[src/sv/swkl_pkg.sv]
`timescale 1ns / 1ps
`default_nettype none
// ----------------------------------------------------------------------------
// Sliding-window rank filter package
// Shared types and fixed field widths for the rank filter and its cells.
// ----------------------------------------------------------------------------
package swkl_pkg;

    localparam int WLEN_W = 7;
    localparam int RANK_W = 7;

    typedef enum logic [1:0] {
        ST_IDLE,
        ST_CHECK,
        ST_SCAN,
        ST_PUSH
    } t_state;

    typedef struct packed {
        logic act;
        logic hit;
    } t_wave;

endpackage
`default_nettype wire

[src/sv/swkl_cell.sv]
`timescale 1ns / 1ps
`default_nettype none
// ----------------------------------------------------------------------------
// Rank filter cell
// One entry of the sorted sample chain plus one stage of the rank-count wave.
// ----------------------------------------------------------------------------
module swkl_cell #(
    parameter int MAX_WINDOW  = 64,
    parameter int SAMPLE_BITS = 18,
    localparam int AGE_W      = (MAX_WINDOW > 1) ? $clog2(MAX_WINDOW) : 1,
    localparam int CW         = ($clog2(MAX_WINDOW + 1) > swkl_pkg::RANK_W) ?
                                $clog2(MAX_WINDOW + 1) : swkl_pkg::RANK_W
) (
    input  logic                              i_clk,
    input  logic                              i_rst_n,
    input  logic                              i_head,
    input  logic                              i_ins,
    input  logic                              i_clear,
    input  logic signed [SAMPLE_BITS-1:0]     i_sample,
    input  logic                              i_del_shift,
    input  logic                              i_dn_valid,
    input  logic signed [SAMPLE_BITS-1:0]     i_dn_value,
    input  logic [AGE_W-1:0]                  i_dn_age,
    input  logic                              i_up_a_valid,
    input  logic signed [SAMPLE_BITS-1:0]     i_up_a_value,
    input  logic [AGE_W-1:0]                  i_up_a_age,
    input  logic                              i_up_ge,
    output logic                              o_valid,
    output logic signed [SAMPLE_BITS-1:0]     o_value,
    output logic [AGE_W-1:0]                  o_age,
    output logic                              o_del,
    output logic                              o_a_valid,
    output logic signed [SAMPLE_BITS-1:0]     o_a_value,
    output logic [AGE_W-1:0]                  o_a_age,
    output logic                              o_ge,
    input  logic [CW-1:0]                     i_rank,
    input  logic [CW-1:0]                     i_len,
    input  swkl_pkg::t_wave                   i_wave,
    input  logic [CW-1:0]                     i_cnt,
    input  logic signed [SAMPLE_BITS-1:0]     i_val,
    output swkl_pkg::t_wave                   o_wave,
    output logic [CW-1:0]                     o_cnt,
    output logic signed [SAMPLE_BITS-1:0]     o_val
);

    logic                          r_valid, n_valid;
    logic signed [SAMPLE_BITS-1:0] r_value, n_value;
    logic [AGE_W-1:0]              r_age, n_age;
    swkl_pkg::t_wave               r_wave;
    logic [CW-1:0]                 r_cnt;
    logic signed [SAMPLE_BITS-1:0] r_val;
    logic                          in_win;
    logic [CW-1:0]                 cnt_sum;
    logic                          hit_now;

    assign o_valid = r_valid;
    assign o_value = r_value;
    assign o_age   = r_age;
    assign o_del   = r_valid && (r_age == AGE_W'(MAX_WINDOW - 1));

    // The entry seen here after the oldest sample has been taken out of the chain.
    assign o_a_valid = i_del_shift ? i_dn_valid : r_valid;
    assign o_a_value = i_del_shift ? i_dn_value : r_value;
    assign o_a_age   = i_del_shift ? i_dn_age   : r_age;
    assign o_ge      = o_a_valid && (o_a_value >= i_sample);

    always_comb begin
        n_valid = r_valid;
        n_value = r_value;
        n_age   = r_age;
        if (i_ins) begin
            priority if (i_clear) begin
                n_valid = i_head;
                n_value = i_sample;
                n_age   = '0;
            end else if (o_ge) begin
                n_valid = 1'b1;
                n_value = o_a_value;
                n_age   = o_a_age + AGE_W'(1);
            end else if (i_up_ge) begin
                n_valid = 1'b1;
                n_value = i_sample;
                n_age   = '0;
            end else begin
                n_valid = i_up_a_valid;
                n_value = i_up_a_value;
                n_age   = i_up_a_age + AGE_W'(1);
            end
        end
    end

    always_ff @(posedge i_clk) begin
        if (!i_rst_n) begin
            r_valid <= 1'b0;
        end else begin
            r_valid <= n_valid;
        end
        r_value <= n_value;
        r_age   <= n_age;
    end

    assign in_win  = r_valid && (CW'(r_age) < i_len);
    assign cnt_sum = i_cnt + CW'(in_win);
    assign hit_now = in_win && (cnt_sum == i_rank);

    always_ff @(posedge i_clk) begin
        if (!i_rst_n) begin
            r_wave <= '0;
        end else begin
            r_wave.act <= i_wave.act;
            r_wave.hit <= i_wave.act && (i_wave.hit || hit_now);
        end
        r_cnt <= cnt_sum;
        r_val <= (!i_wave.hit && hit_now) ? r_value : i_val;
    end

    assign o_wave = r_wave;
    assign o_cnt  = r_cnt;
    assign o_val  = r_val;

endmodule
`default_nettype wire

[config.mk]
export PLATFORM = sky130hd
export DESIGN_NAME = swkl_cell
export DESIGN_NICKNAME = d
export VERILOG_FILES = /design/src/sv/swkl_pkg.sv /design/src/sv/swkl_cell.sv
export SDC_FILE = /design/constraint.sdc
export NUM_CORES = 1
export LEC_CHECK = 0
export BUFFER_PORTS_ARGS = -buffer_cell sky130_fd_sc_hd__buf_2
export CAP_MARGIN = 20
export CORE_ASPECT_RATIO = 2
export CORE_MARGIN = 2
export CORE_UTILIZATION = 30
export CTS_CLUSTER_DIAMETER = 50
export CTS_CLUSTER_SIZE = 14
export DETAILED_ROUTE_END_ITERATION = 8
export PLACE_DENSITY = 0.72
export SLEW_MARGIN = 10
export SYNTH_ARGS = -nofsm -noshare
export SYNTH_HDL_FRONTEND = slang
export SYNTH_SLANG_ARGS = --single-unit
[constraint.sdc]
create_clock -name i_clk -period 3.28 [get_ports i_clk]
set_input_delay 0.328 -clock i_clk [delete_from_list [all_inputs] [get_ports i_clk]]
set_output_delay 0.328 -clock i_clk [all_outputs]
set_load 0.02 [all_outputs]
==> impl_results.md <==
- Post-route insts no fill: 702
- Final core occ: 42.9%
- Worst path cell trace: ha_1 -> a21o_1 -> a211o_1 -> a21oi_2 -> ha_2 -> ha_4 -> xor2_2 -> xnor2_1 -> nand4_1 -> a2111oi_4 -> nand4b_4 -> buf_12 -> mux2_4
- Fraction of registers with async set or reset after synthesis: 0%
- Num ports: 195
- Initial antenna violation count: 3
- Crit end category: flop
- Worst hold slack: 0.261 ns
- DR iter-0 viols: 123
- Filler cells: 1201
- F_max: 308 MHz
- Setup TNS Final: 0 ns
- Max cap viols: 0
- Crit path max-delay cell type: edfxtp_1
- Total vias in the final route: 3469
- Final Setup Violations: 0
- Logic pwr share: 34.2%
- Gr usage total: 18.0%
- Top cell type's share of synthesized area: 19.9%
- # port buffers: 194
- Fin. Hold Viols: 0
- Die height: 159 µm
- Post-synth EDFFs: 24
- Syn Nets: 494
- CTS tree: built
- H-tree Lvls: 2
- Worst Path Arrival: 3.42 ns
- Placed cells: 690
- Synth warn: 0
- CTS root buf: clkbuf_16
- CTS Hold Buffers Added: 0
- CP max stage delay: 0.39 ns
- Design Area, Final: 0.00505 mm²
- Post-route ant nets: 0
- FF+latch count, synth: 52
- Worst clock skew: 0.00629 ns
- GR Overflow Total: 0
- Post-layout nets: 697
- Area contributors post-synth: edfxtp_1 20%, dfxtp_1 15%, ha_1 9.3%
- Clock network fraction of total power: 26.8%
- Number of global-route vias before repair: 3534
- Pwr Density: 391 mW/mm²
- Switching power: 634 µW
- Pint: 1.34 mW
- Routed WL per cell: 17.0 µm
- RSZ-0062 raised after global routing: true
- Tcrit/Tclk final: 98.8%
- Min Tclk post-route: 3.24 ns
- Clk slew on worst S/H paths: 0.07 ns
- Starting Density: 30.8%
- Synth cell types: 53
- Drt drc: 0
- Yosys top cell by area: edfxtp_1
- Sequential area share after synthesis: 35.4%
- Startpoint types: flop
- Leakage: 2.47 nW
- Most frequent cells after synthesis: 30 x inv_1, 30 x mux2_2, 28 x dfxtp_1
- Routed WL: 11900 µm
- WP data required: 3.46 ns
- Via density: 4.94
- Syn avg cell area: 10.3 µm²
- GP Congestion: 0.841
- Layout cells sized above 1: 52.1%
- Mapped Cells: 351
- CTS max path bufs: 2
- Row Count: 56
- R2R setup slack: 0.04 ns
- Crit Path Max Fanout: 18
- Slew Limit Headroom: 57.2%
- Clock Latency Late Sink: 0.29 ns
- Worst hold path class: input pin to flop
- Area Overhead vs Synth: 39.6%
- Area of the core: 0.0118 mm²
- CTS Buf Count: 5
- First-pass GRT wire length: 17700 µm
- Die area: 0.0130 mm²
- Placed Area: 0.00487 mm²
- Slew Limit Fails: 0
- Worst Max-Slew Pin Slew: 0.642 ns
- Top_reg_cell synth: dfxtp_1
- Post-synthesis cell area: 0.00362 mm²
- Initial DRT Pass Iterations: 4
- Largest net degree at the start of global routing: 27
- Final HPWL DP: 10100 µm
- Die width: 81.7 µm
- Seq pwr share: 38.9%
- VDD IR max: 0.251 mV
- Status: finished clean
- Clock Sinks: 52
- Switching Fraction: 32.1%
- Crit Path Category: flop to flop
[layout make-up]
type                            count  area [µm²]  share of cell area, %
Clock buffer                        6         139                   2.75
Tap cell                          145         181                   3.59
Inverter                           30         113                   2.23
Timing Repair Buffer              212        1170                   23.1
Multi-Input combinational cell    253        2160                   42.7
Antenna cell                        2        5.00                 0.0990
Clock inverter                      2        10.0                  0.198
Sequential cell                    52        1280                   25.4
[path summary, 6_finish.rpt]
kind | to | from | cells after the start
worst min-delay path | o_wave[1]$_SDFF_PN0_ | i_wave[1] | 2
worst max register to register | o_val[10]$_DFF_P_ | o_age[1]$_SDFFCE_PP0P_ | 13
worst max-delay path | o_val[10]$_DFF_P_ | o_age[1]$_SDFFCE_PP0P_ | 13
worst min register to register | o_val[1]$_DFF_P_ | o_value[1]$_DFFE_PP_ | 1
[layer usage]
| metal | share of wire [%] | global-route usage [%] | vias up |
|---|---|---|---|
| li1 | - | - | 1694 |
| met1 | 36 | 18.5 | 1614 |
| met2 | 55 | 32.7 | 134 |
| met3 | 5.9 | 3.29 | 27 |
| met4 | 4.0 | 9.85 | 0 |
| met5 | 0 | 0 | - |
[logic make-up (layout without fill, tap and decap cells)]
logic type,after synthesis,in the layout,synth area share (%)
adders and majority gates,27,27,9.33
buffers and inverters,46,250,6.26
AOI/OAI and AO/OA,57,57,13.1
DFF,52,52,35.4
xor gates and xnor gates,20,20,5.25
muxes,43,43,14.3
other,0,2,0
and+or+nand+nor,106,106,16.4
[placed cells by master, fill, tap and decap left out, types with 2 or more instances in the layout]
master,instances
inv_1,30
a221o_2,9
o21ai_0,10
ha_1,24
or4_1,3
and2_1,13
edfxtp_1,24
a21oi_2,2
o31ai_1,2
a31oi_1,2
nand4_1,5
nand2_1,24
nand3_1,11
a21o_1,2
and3_1,2
mux2_2,30
nor2_1,10
xnor2_1,11
a21oi_1,12
nor3_1,20
buf_12,5
mux2_4,10
and2_2,5
mux2i_1,3
dfxtp_1,28
ha_4,2
clkinv_2,2
a221o_1,9
xor2_1,7
or4_2,2
buf_2,194
diode_2,2
clkbuf_16,5
buf_4,13
[flip-flops by register name, indices dropped and copies added (netlist names)]
name / flops
o_val: 18
o_cnt: 7
o_age: 6
o_valid: 1
o_wave: 2
o_value: 18
[worst max-delay path: cells and delay by family, from the launching register on]
family                   cells  cell delay [ns]
flip-flops                   1             0.39
AND/OR/NAND/NOR              2             0.33
buffers and inverters        1             0.19
XOR/XNOR                     2             0.31
AO/OA/AOI/OAI                4             0.91
adder cells (fa/ha/maj)      3             0.68
multiplexers                 1             0.30
[stage by stage]
stage	worst slack, ns	power [mW]
2_1_floorplan	0.00759	1.19
3_3_place_gp	-0.0247	1.44
3_5_place_dp	-0.105	1.45
4_1_cts	0.00759	1.98
5_1_grt	-0.0786	2.08
6_report	0.0385	1.97
[power by group through the flow]
| stage | clock network (mW) | registers, mW | logic (mW) |
|---|---|---|---|
| finish | 0.529 | 0.768 | 0.676 |
| global route | 0.571 | 0.775 | 0.730 |
| CTS | 0.543 | 0.770 | 0.672 |
| detailed placement | 0 | 0.784 | 0.670 |
| global placement | 0 | 0.782 | 0.655 |
| floorplan | 0 | 0.836 | 0.354 |
[repair_timing]
item / in CTS / in global routing
resized for setup: 0 / 0
setup endpoints to repair: 0 / 36
endpoints found under the hold margin: 0 / 0
buffers inserted: 0 / 2
(Power assumes the default switching activity.)
